### src/rtl/core/mts_pkg.sv
package mts_pkg;

    // Stack geometry
    localparam int DEPTH      = 64;
    localparam int DATA_WIDTH = 32;
    localparam int ADDR_W     = $clog2(DEPTH);
    localparam int COUNT_W    = $clog2(DEPTH + 1);

    // Operation codes carried by the action field
    localparam logic ACT_PUSH = 1'b0;
    localparam logic ACT_POP  = 1'b1;

    // Result status codes
    typedef enum logic [1:0] {
        ST_DONE      = 2'd0,
        ST_OVERFLOW  = 2'd1,
        ST_UNDERFLOW = 2'd2
    } status_t;

    // Write side of the entry and minimum-position memories
    typedef struct packed {
        logic                         entry_we;
        logic [ADDR_W-1:0]            entry_waddr;
        logic signed [DATA_WIDTH-1:0] entry_wdata;
        logic                         pos_we;
        logic [ADDR_W-1:0]            pos_waddr;
        logic [ADDR_W-1:0]            pos_wdata;
    } mem_wr_t;

    // Read side of the entry and minimum-position memories
    typedef struct packed {
        logic              entry_re;
        logic [ADDR_W-1:0] entry_raddr;
        logic              pos_re;
        logic [ADDR_W-1:0] pos_raddr;
    } mem_rd_t;

endpackage

### src/rtl/core/mts_if.sv
interface mts_req_if;
    import mts_pkg::*;

    logic                         valid;
    logic                         ready;
    logic                         action;
    logic signed [DATA_WIDTH-1:0] value;

    modport source (output valid, output action, output value, input ready);
    modport sink (input valid, input action, input value, output ready);
endinterface

interface mts_rsp_if;
    import mts_pkg::*;

    logic                         valid;
    logic                         ready;
    status_t                      status;
    logic signed [DATA_WIDTH-1:0] min_value;
    logic                         min_valid;
    logic [COUNT_W-1:0]           fill_count;

    modport source (output valid, output status, output min_value, output min_valid,
                    output fill_count, input ready);
    modport sink (input valid, input status, input min_value, input min_valid,
                  input fill_count, output ready);
endinterface

### src/rtl/core/mts_store.sv
module mts_store (
    input  logic                                  clk,
    input  mts_pkg::mem_wr_t                      wr,
    input  mts_pkg::mem_rd_t                      rd,
    output logic signed [mts_pkg::DATA_WIDTH-1:0] entry_rdata,
    output logic [mts_pkg::ADDR_W-1:0]            pos_rdata
);
    import mts_pkg::*;

    logic signed [DATA_WIDTH-1:0] entry_mem [DEPTH];
    logic [ADDR_W-1:0]            pos_mem [DEPTH];

    // Entry memory: one write port, one registered read port
    always_ff @(posedge clk)
    begin
        if (wr.entry_we)
        begin
            entry_mem[wr.entry_waddr] <= wr.entry_wdata;
        end
        if (rd.entry_re)
        begin
            entry_rdata <= entry_mem[rd.entry_raddr];
        end
    end

    // Minimum-position memory: one write port, one registered read port
    always_ff @(posedge clk)
    begin
        if (wr.pos_we)
        begin
            pos_mem[wr.pos_waddr] <= wr.pos_wdata;
        end
        if (rd.pos_re)
        begin
            pos_rdata <= pos_mem[rd.pos_raddr];
        end
    end

endmodule

### src/rtl/core/min_tracking_stack_core.sv
// LIFO stack of signed values that reports the smallest value it holds.
// Channel req carries one item per handshake: action (push or pop) and the
// value to push. Channel rsp returns one item per request: status (done,
// overflow, underflow), the current minimum with its valid flag, and the
// fill count after the operation.
// A push, a refused push, a refused pop and a pop that empties the stack
// set the response register directly from the idle state. A pop that leaves
// entries first reads the new top entry together with the previous minimum
// position (state S_TOP); if it retires a minimum record, it then reads the
// entry at that position (state S_MIN) before the response is set.
// Pushes sustain one item per cycle while rsp.ready is held high.
// One request is in flight at a time; a new request is taken in the same
// cycle the pending response is taken. The response is held in a register
// while rsp.ready is low, and req.ready stays low until it leaves.
// Reset empties the stack at once; no clearing pass runs over the memories.
module min_tracking_stack_core (
    input  logic clk,
    input  logic rst_n,
    mts_req_if.sink   req,
    mts_rsp_if.source rsp
);
    import mts_pkg::*;

    typedef enum logic [2:0] {
        S_IDLE = 3'b001,
        S_TOP  = 3'b010,
        S_MIN  = 3'b100
    } state_t;

    state_t                       state_reg, state_next;
    logic [COUNT_W-1:0]           count_reg, count_next;
    logic [COUNT_W-1:0]           rec_reg, rec_next;
    logic                         drop_reg, drop_next;
    logic                         res_valid_reg, res_valid_next;
    status_t                      res_status_reg, res_status_next;
    logic signed [DATA_WIDTH-1:0] top_reg, top_next;
    logic signed [DATA_WIDTH-1:0] min_reg, min_next;

    mem_wr_t                      wr;
    mem_rd_t                      rd;
    logic signed [DATA_WIDTH-1:0] entry_rdata;
    logic [ADDR_W-1:0]            pos_rdata;

    logic               accept;
    logic               record;
    logic               drop;
    logic [COUNT_W-1:0] count_m2;
    logic [COUNT_W-1:0] rec_m2;

    mts_store u_store (
        .clk         (clk),
        .wr          (wr),
        .rd          (rd),
        .entry_rdata (entry_rdata),
        .pos_rdata   (pos_rdata)
    );

    // Take a request only when idle and the response slot is free or leaving
    assign req.ready = (state_reg == S_IDLE) && (!res_valid_reg || rsp.ready);
    assign accept    = req.valid && req.ready;

    assign count_m2 = count_reg - COUNT_W'(2);
    assign rec_m2   = rec_reg - COUNT_W'(2);
    assign record   = (rec_reg == '0) || (req.value <= min_reg);
    assign drop     = (rec_reg != '0) && (top_reg == min_reg);

    // Sequence each item through the memories
    always_comb
    begin
        state_next      = state_reg;
        count_next      = count_reg;
        rec_next        = rec_reg;
        drop_next       = drop_reg;
        res_valid_next  = res_valid_reg;
        res_status_next = res_status_reg;
        top_next        = top_reg;
        min_next        = min_reg;
        wr              = '0;
        rd              = '0;

        if (res_valid_reg && rsp.ready)
        begin
            res_valid_next = 1'b0;
        end

        case (state_reg)
            S_IDLE:
            begin
                if (accept)
                begin
                    res_status_next = ST_DONE;
                    if (req.action == ACT_PUSH)
                    begin
                        if (count_reg == COUNT_W'(DEPTH))
                        begin
                            res_status_next = ST_OVERFLOW;
                        end
                        else
                        begin
                            // Write the entry, and record its position if it is not above the current minimum
                            wr.entry_we    = 1'b1;
                            wr.entry_waddr = count_reg[ADDR_W-1:0];
                            wr.entry_wdata = req.value;
                            top_next       = req.value;
                            if (record)
                            begin
                                wr.pos_we    = 1'b1;
                                wr.pos_waddr = rec_reg[ADDR_W-1:0];
                                wr.pos_wdata = count_reg[ADDR_W-1:0];
                                rec_next     = rec_reg + COUNT_W'(1);
                                min_next     = req.value;
                            end
                            count_next = count_reg + COUNT_W'(1);
                        end
                        res_valid_next = 1'b1;
                    end
                    else
                    begin
                        if (count_reg == '0)
                        begin
                            res_status_next = ST_UNDERFLOW;
                            res_valid_next  = 1'b1;
                        end
                        else
                        begin
                            // Drop the top; retire the minimum record if it was the minimum
                            count_next = count_reg - COUNT_W'(1);
                            drop_next  = drop;
                            if (drop)
                            begin
                                rec_next = rec_reg - COUNT_W'(1);
                            end
                            if (count_reg == COUNT_W'(1))
                            begin
                                res_valid_next = 1'b1;
                            end
                            else
                            begin
                                // Fetch the new top and the previous minimum position
                                rd.entry_re    = 1'b1;
                                rd.entry_raddr = count_m2[ADDR_W-1:0];
                                rd.pos_re      = 1'b1;
                                rd.pos_raddr   = rec_m2[ADDR_W-1:0];
                                state_next     = S_TOP;
                            end
                        end
                    end
                end
            end
            S_TOP:
            begin
                top_next = entry_rdata;
                if (drop_reg && (rec_reg != '0))
                begin
                    // Fetch the value the previous minimum record points at
                    rd.entry_re    = 1'b1;
                    rd.entry_raddr = pos_rdata;
                    state_next     = S_MIN;
                end
                else
                begin
                    res_valid_next = 1'b1;
                    state_next     = S_IDLE;
                end
            end
            S_MIN:
            begin
                min_next       = entry_rdata;
                res_valid_next = 1'b1;
                state_next     = S_IDLE;
            end
            default:
            begin
                state_next = S_IDLE;
            end
        endcase
    end

    // Control registers
    always_ff @(posedge clk or negedge rst_n)
    begin
        if (!rst_n)
        begin
            state_reg      <= S_IDLE;
            count_reg      <= '0;
            rec_reg        <= '0;
            drop_reg       <= 1'b0;
            res_valid_reg  <= 1'b0;
            res_status_reg <= ST_DONE;
        end
        else
        begin
            state_reg      <= state_next;
            count_reg      <= count_next;
            rec_reg        <= rec_next;
            drop_reg       <= drop_next;
            res_valid_reg  <= res_valid_next;
            res_status_reg <= res_status_next;
        end
    end

    // Cached top entry and current minimum
    always_ff @(posedge clk)
    begin
        top_reg <= top_next;
        min_reg <= min_next;
    end

    // Drive the response from the held state
    assign rsp.valid      = res_valid_reg;
    assign rsp.status     = res_status_reg;
    assign rsp.min_valid  = (count_reg != '0);
    assign rsp.min_value  = (count_reg != '0) ? min_reg : '0;
    assign rsp.fill_count = count_reg;

`ifndef NO_ASSERTIONS
    a_count_bound: assert property (@(posedge clk) disable iff (!rst_n)
        (count_reg <= COUNT_W'(DEPTH)) && (rec_reg <= count_reg))
        else $error("stack or record count out of range");

    a_rec_nonzero: assert property (@(posedge clk) disable iff (!rst_n)
        (count_reg != '0) |-> (rec_reg != '0))
        else $error("entries held without a minimum record");

    a_busy_no_accept: assert property (@(posedge clk) disable iff (!rst_n)
        (state_reg != S_IDLE) |-> (!req.ready && !res_valid_reg))
        else $error("request or response while a pop is in progress");

    a_overflow_full: assert property (@(posedge clk) disable iff (!rst_n)
        (res_valid_reg && (res_status_reg == ST_OVERFLOW)) |-> (count_reg == COUNT_W'(DEPTH)))
        else $error("overflow reported on a stack that is not full");
`endif

endmodule
### src/flat_wrapper.sv
// flat-port wrapper written by rule: the top's interface ports become plain ports
module min_tracking_stack_core_flat import mts_pkg::*;
  (clk, rst_n, req_valid, req_action, req_value, req_ready, rsp_valid, rsp_status, rsp_min_value, rsp_min_valid, rsp_fill_count, rsp_ready);
  mts_req_if req_i ();
  mts_rsp_if rsp_i ();
  input  logic clk;
  input  logic rst_n;
  input wire logic [$bits(req_i.valid)-1:0] req_valid;
  input wire logic [$bits(req_i.action)-1:0] req_action;
  input wire logic [$bits(req_i.value)-1:0] req_value;
  output wire logic [$bits(req_i.ready)-1:0] req_ready;
  output wire logic [$bits(rsp_i.valid)-1:0] rsp_valid;
  output wire logic [$bits(rsp_i.status)-1:0] rsp_status;
  output wire logic [$bits(rsp_i.min_value)-1:0] rsp_min_value;
  output wire logic [$bits(rsp_i.min_valid)-1:0] rsp_min_valid;
  output wire logic [$bits(rsp_i.fill_count)-1:0] rsp_fill_count;
  input wire logic [$bits(rsp_i.ready)-1:0] rsp_ready;
  assign req_i.valid = req_valid;
  assign req_i.action = req_action;
  assign req_i.value = req_value;
  assign req_ready = req_i.ready;
  assign rsp_valid = rsp_i.valid;
  assign rsp_status = rsp_i.status;
  assign rsp_min_value = rsp_i.min_value;
  assign rsp_min_valid = rsp_i.min_valid;
  assign rsp_fill_count = rsp_i.fill_count;
  assign rsp_i.ready = rsp_ready;
  min_tracking_stack_core u_core (.clk(clk), .rst_n(rst_n), .req(req_i), .rsp(rsp_i));
endmodule
### config.mk
export PLATFORM = sky130hd
export DESIGN_NAME = min_tracking_stack_core_flat
export DESIGN_NICKNAME = d
export VERILOG_FILES = /design/src/rtl/core/mts_pkg.sv /design/src/rtl/core/mts_if.sv /design/src/rtl/core/mts_store.sv /design/src/rtl/core/min_tracking_stack_core.sv /design/src/flat_wrapper.sv
export SDC_FILE = /design/constraint.sdc
export NUM_CORES = 2
export LEC_CHECK = 0
export ABC_CLOCK_PERIOD_IN_PS = 5800
export BUFFER_PORTS_ARGS = -buffer_cell sky130_fd_sc_hd__buf_4
export CAP_MARGIN = 30
export CORE_MARGIN = 5
export CORE_UTILIZATION = 52
export CTS_CLUSTER_DIAMETER = 200
export DETAILED_ROUTE_END_ITERATION = 8
export PLACE_DENSITY = 0.66
export SETUP_SLACK_MARGIN = 0.15
export SLEW_MARGIN = 0
export SYNTH_ARGS = -nofsm -noshare
export SYNTH_HDL_FRONTEND = slang
export SYNTH_HIERARCHICAL = 1
export SYNTH_SLANG_ARGS = --single-unit
### constraint.sdc
create_clock -name clk -period 5.8 [get_ports clk]
set_input_delay 0.29 -clock clk [delete_from_list [all_inputs] [get_ports clk]]
set_output_delay 0.29 -clock clk [all_outputs]
set_load 0.01 [all_outputs]
Yosys cells after proc, flatten, opt, wreduce, memory -nomap -nowiden --
Memory sizes are Yosys's and may differ from the RTL's. A register that Yosys moved wholly into a read port is not among the register bits. Index checks and enable logic that the tools add are counted.
Storage, ports and cells: register bits 85, RAM bits 2432, input port bits 37, output and inout bits 44, logic and storage cells 106, memories 2
Memory list:
- u_core.u_store.entry_mem | words 64, bits a word 32, read ports 1, clocked after Yosys merged registers in 1, wr ports 1, line mts_store.sv:10 | logic signed [DATA_WIDTH-1:0] entry_mem [DEPTH];
- u_core.u_store.pos_mem | words 64, bits a word 6, read ports 1, clocked after Yosys merged registers in 1, wr ports 1, line mts_store.sv:11 | logic [ADDR_W-1:0] pos_mem [DEPTH];
Operators by class: $add $sub $neg 6, order comparisons 1, equal/unequal tests 16, mux-type cells 50, bitwise logic cells 1, reductions and logical operators 22
Operators with widths (count):
- two-way mux 32 bit | 8
- two-way mux 52 bit | 4
- one-hot mux 32 bit (2 select lines) | 2
- two-way mux 7 bit | 10
- two-way mux 14 bit | 4
- equality test 32 bit | 1
- <= comparator 32 bit | 1
- AND reduction 4 bit | 4
- two-way mux 3 bit | 5
- adder 7 x 1 -> 7 bit (second input constant) | 2
- logical NOT 7 bit | 2
- != test 2 bit (second input constant) | 7
- one-hot mux 7 bit (2 select lines) | 1
- nonzero test 7 bit | 2
- subtractor 7 x 1 -> 7 bit (second input constant) | 2
- two-way mux 13 bit | 1
- subtractor 6 x 2 -> 6 bit (second input constant) | 2
- two-way mux 1 bit | 11
- equality test 7 x 1 -> 1 bit (second input constant) | 1
- equality test 7 bit (second input constant) | 1
- != test 2 x 1 -> 1 bit (second input constant) | 3
- one-hot mux 3 bit (2 select lines) | 1
- AND reduction 6 bit | 1
- nonzero test 2 bit | 3
- 11 further kinds | 17

Depth between registers and ports, before layout --
depth after elaboration 9, mapped depth 16, mapped depth without buffers 13

By module --
The synthesis kept the hierarchy.
By module, submodules not included:
- mts_store | instances 1, cells an instance 4089, area an instance 93663.6 µm², seq. area each 74171.1 µm²
- min_tracking_stack_core | instances 1, cells an instance 563, area an instance 5868.1 µm², seq. area each 2448.6 µm²

Worst setup path after synthesis --
OpenSTA, ideal clock, no wires.
path type reg2reg, start register u_core.state_reg[0], end memory u_core.u_store.entry_mem[0][0], data pin, data arrival time 3569 ps, required time 5119 ps, path slack 1551 ps, cell stages (with the launch flop) 5, path buffers 0, period minus slack after synthesis 4249 ps, cells stage by stage dfstp_2 -> and2_1 -> nand3_2 -> a31o_2 -> nor3_1
RTL lines:
- from (decl) | line min_tracking_stack_core.sv:30 | state_t state_reg, state_next;
- from (signal assigned) | line min_tracking_stack_core.sv:193 | state_reg <= state_next;
- to (decl) | line mts_store.sv:10

==> results.yml <==
outcome:
  status: "completed"
layout:
  largest_register: "u_core/u_store/entry_mem"
  layout-drive-gt1-share_pct: 29.1
  final_nets: 5169
  n_fill_cell: 13200
  design_area_mm2: 0.114
  reg.largest.list: "u_core/u_store/entry_mem (2048), u_core/u_store/pos_mem (384)"
  largest_reg_flops: 2048
  layout-area-overhead-vs-synth_pct: 14.6
  utilization_pct: 60.0
  final_cells: 7790
timing:
  fin_setup_tns_ns: 0
  max_freq_mhz: 191
  rsz0062_at_grt: "false"
  slew_violations: 0
  relSlewSlack_pct: 25.3
  worst_pin_slew_ns: 1.12
  setup_viol: 0
  holdWs_ns: 0.271
  skew_ns: 0.0556
  fin_crit_ns: 5.24
  hold_viol: 0
  setup_ws_ns: 0.563
  finalCritPeriodShare_pct: 90.3
power_and_ir_drop:
  p_leak_nw: 35.9
  p_total_mw: 43.1
  cellPowerDensity_mw_per_mm2: 378
  ir_drop_uv: 356
logic_synthesis:
  synth_seq_cells: 2555
  synth.cell_area_mm2: 0.0995
  synthDistinctLibCells: 74
  yosys-top-cells-count: "2534 x edfxtp_1, 600 x mux4_2, 197 x nor2_1"
  synth_area_per_cell_um2: 21.4
  synth_cells: 4652
  synthFlopType: "edfxtp_1"
  synth_warnings: 6
  seq_area_frac_synth_pct: 77.0
  synth_top_area_cell: "edfxtp_1"
  synth_nets: 4734
  yosysMostFrequentCell: "edfxtp_1"
  yosys-top-cells-area: "edfxtp_1 76%, mux4_2 14%, o22ai_1 0.89%, mux2_2 0.80%, nor2_1 0.74%"
  async_reset_ff_share_pct: 0.822
  yosys.area.top_type_share_pct: 76.5
  synth_edf_count: 2534
cts:
  insertion_delay_ns: 0.93
  cts_resized: 0
  hold_buffers: 41
  clock_sinks: 2555
  cts_root_buf: "clkbuf_16"
  cts_made_buffers: 274
  h-tree-depth: 5
  clk_pin_slew_worst_paths_ns: 0.06
  cts_buffer_depth: 4
  cts_tree: "yes"
  postCtsSetupRepairBufs: 0
floorplan:
  start_util_pct: 52.3
  die_w_um: 448
  coreArea_mm2: 0.190
  ios: 81
  placementRows: 160
  die_h_um: 448
  die_area_mm2: 0.200
grt:
  overflow: 0
  grt_pass1_vias: 50500
  grt_antenna_before_repair: 13
  grt_max_degree: 82
  track_usage_pct: 26.1
  grt_pass1_wl_mm: 370
routing:
  drtAntennaViolNets: 0
  drc_errors: 0
  drt_iter0_drc: 6963
  drt-wirelength-per-cell_um: 33.3
  routed_wl_mm: 259
  vias: 50200
  vias_per_cell: 6.45
  dr.pass1.iters: 7
worst_setup_path:
  crit_family: "compound AO/OA/AOI/OAI gates"
  crit_type: "register to register"
  cp_cell_sequence: "inv_1, ha_1, o21a_1, or2_2, o21ai_4, buf_12, buf_12, mux4_2, o22ai_1, o22ai_1, o21a_1"
  endpoint_kind: "register"
  cp_num_buf_inv: 3
  cp_max_fo: 34
  cpPeakStageDelay_ns: 0.72
  crit_slowest_cell: "o21ai_4"
  cp.required_ns: 6.43
  cp.arrival_ns: 5.86
  cp-start-kind: "register"
job:
  drv.max_cap_violation_count: 0
place:
  numPortBuffers: 80
  gp_congestion: 0.855
  placed_area_mm2: 0.105
  hpwl_mm: 160
  dp_cells: 7275
  pre_cts_ws_ns: 0.676
hold_path:
  min_path_type: "input pin to register"
==> layer usage <==
| layer | part of all wire (%) | up-vias | track usage, % | wire, um |
|---|---|---|---|---|
| li1 | - | 20400 | - | - |
| met1 | 38 | 26500 | 36.2 | 98200 |
| met2 | 46 | 2847 | 39.6 | 120000 |
| met3 | 12 | 479 | 8.13 | 30900 |
| met4 | 4.0 | 4 | 9.51 | 10300 |
| met5 | 0.010 | - | 0 | 27 |
==> kinds of logic after synthesis <==
| group | Yosys count | share of synthesized area [%] |
|---|---|---|
| multiplexers | 725 | 14.9 |
| AND/OR/NAND/NOR | 582 | 2.86 |
| AO/OA/AOI/OAI | 406 | 2.76 |
| adder cells (fa/ha/maj) | 45 | 0.573 |
| XOR/XNOR | 51 | 0.449 |
| flip-flops | 2555 | 77.0 |
| buffers and inverters | 288 | 1.44 |
==> path summary, 6_finish.rpt <==
| path | from | endpoint | slack [ns] | cells past startpoint |
|---|---|---|---|---|
| hold reg to reg | u_core/rsp.status[1]$_DFFE_PN0P_ | u_core/rsp.status[1]$_DFFE_PN0P_ | 0.49 | 2 |
| hold / removal | req_value[24] | u_core/min_reg[24]$_DFFE_PP_ | 0.27 | 3 |
| setup / recovery | u_core/rsp.fill_count[1]$_DFFE_PN0P_ | u_core/u_store/entry_rdata[14]$_DFFE_PP_ | 0.56 | 11 |
| max in group asynchronous | rst_n | u_core/state_reg[1]$_DFFE_PN0P_ | 4.55 | 5 |
| setup reg to reg | u_core/rsp.fill_count[1]$_DFFE_PN0P_ | u_core/u_store/entry_rdata[14]$_DFFE_PP_ | 0.56 | 11 |
| min in group asynchronous | rst_n | u_core/state_reg[0]$_DFFE_PN1P_ | 0.44 | 3 |
==> cell usage in the layout, fill, tap and decap left out, types with 37 or more instances in the layout <==
| cell | synthesis | final |
|---|---|---|
| mux4_2 | 600 | 600 |
| buf_4 | 42 | 309 |
| mux2_2 | 71 | 71 |
| edfxtp_1 | 2534 | 2534 |
| dlygate4sd3_1 | 0 | 41 |
| nor2_4 | 0 | 67 |
| nand2_1 | 111 | 111 |
| and2_2 | 0 | 37 |
| clkinv_1 | 2 | 61 |
| xnor2_1 | 38 | 38 |
| o22ai_1 | 142 | 142 |
| o221ai_1 | 45 | 45 |
| ha_1 | 44 | 44 |
| clkinv_2 | 0 | 45 |
| a21oi_1 | 60 | 60 |
| mux2i_1 | 51 | 51 |
| nor2_1 | 197 | 128 |
| inv_1 | 47 | 47 |
| clkbuf_16 | 0 | 281 |
| nand3_1 | 38 | 38 |
| clkbuf_1 | 119 | 44 |
| buf_12 | 0 | 40 |
==> cell type report <==
type / instances / area (um^2) / area share (%)
sequential: 2555 / 76600 / 67.2
multi-input combinational: 1809 / 22200 / 19.4
clock buffer: 326 / 7210 / 6.32
timing repair buffer: 398 / 3670 / 3.22
tap: 2511 / 3140 / 2.75
clock inverter: 136 / 1040 / 0.912
inverter: 49 / 184 / 0.161
antenna: 6 / 15.0 / 0.0132
==> power by group <==
part	leakage, nW	switching, mW	internal [mW]
Clock	4.06	6.89	9.50
Combinational	8.11	3.42	2.29
Sequential	23.7	0.298	20.7
Total	35.9	10.6	32.5
==> worst reg2reg max path: stages (launching register included) <==
cell	delay, ns
dfrtp_1	0.50
inv_1	0.19
ha_1	0.28
o21a_1	0.21
or2_2	0.52
o21ai_4	0.72
buf_12	0.33
buf_12	0.37
mux4_2	0.58
o22ai_1	0.51
o22ai_1	0.51
o21a_1	0.24
(Power assumes the default switching activity.)
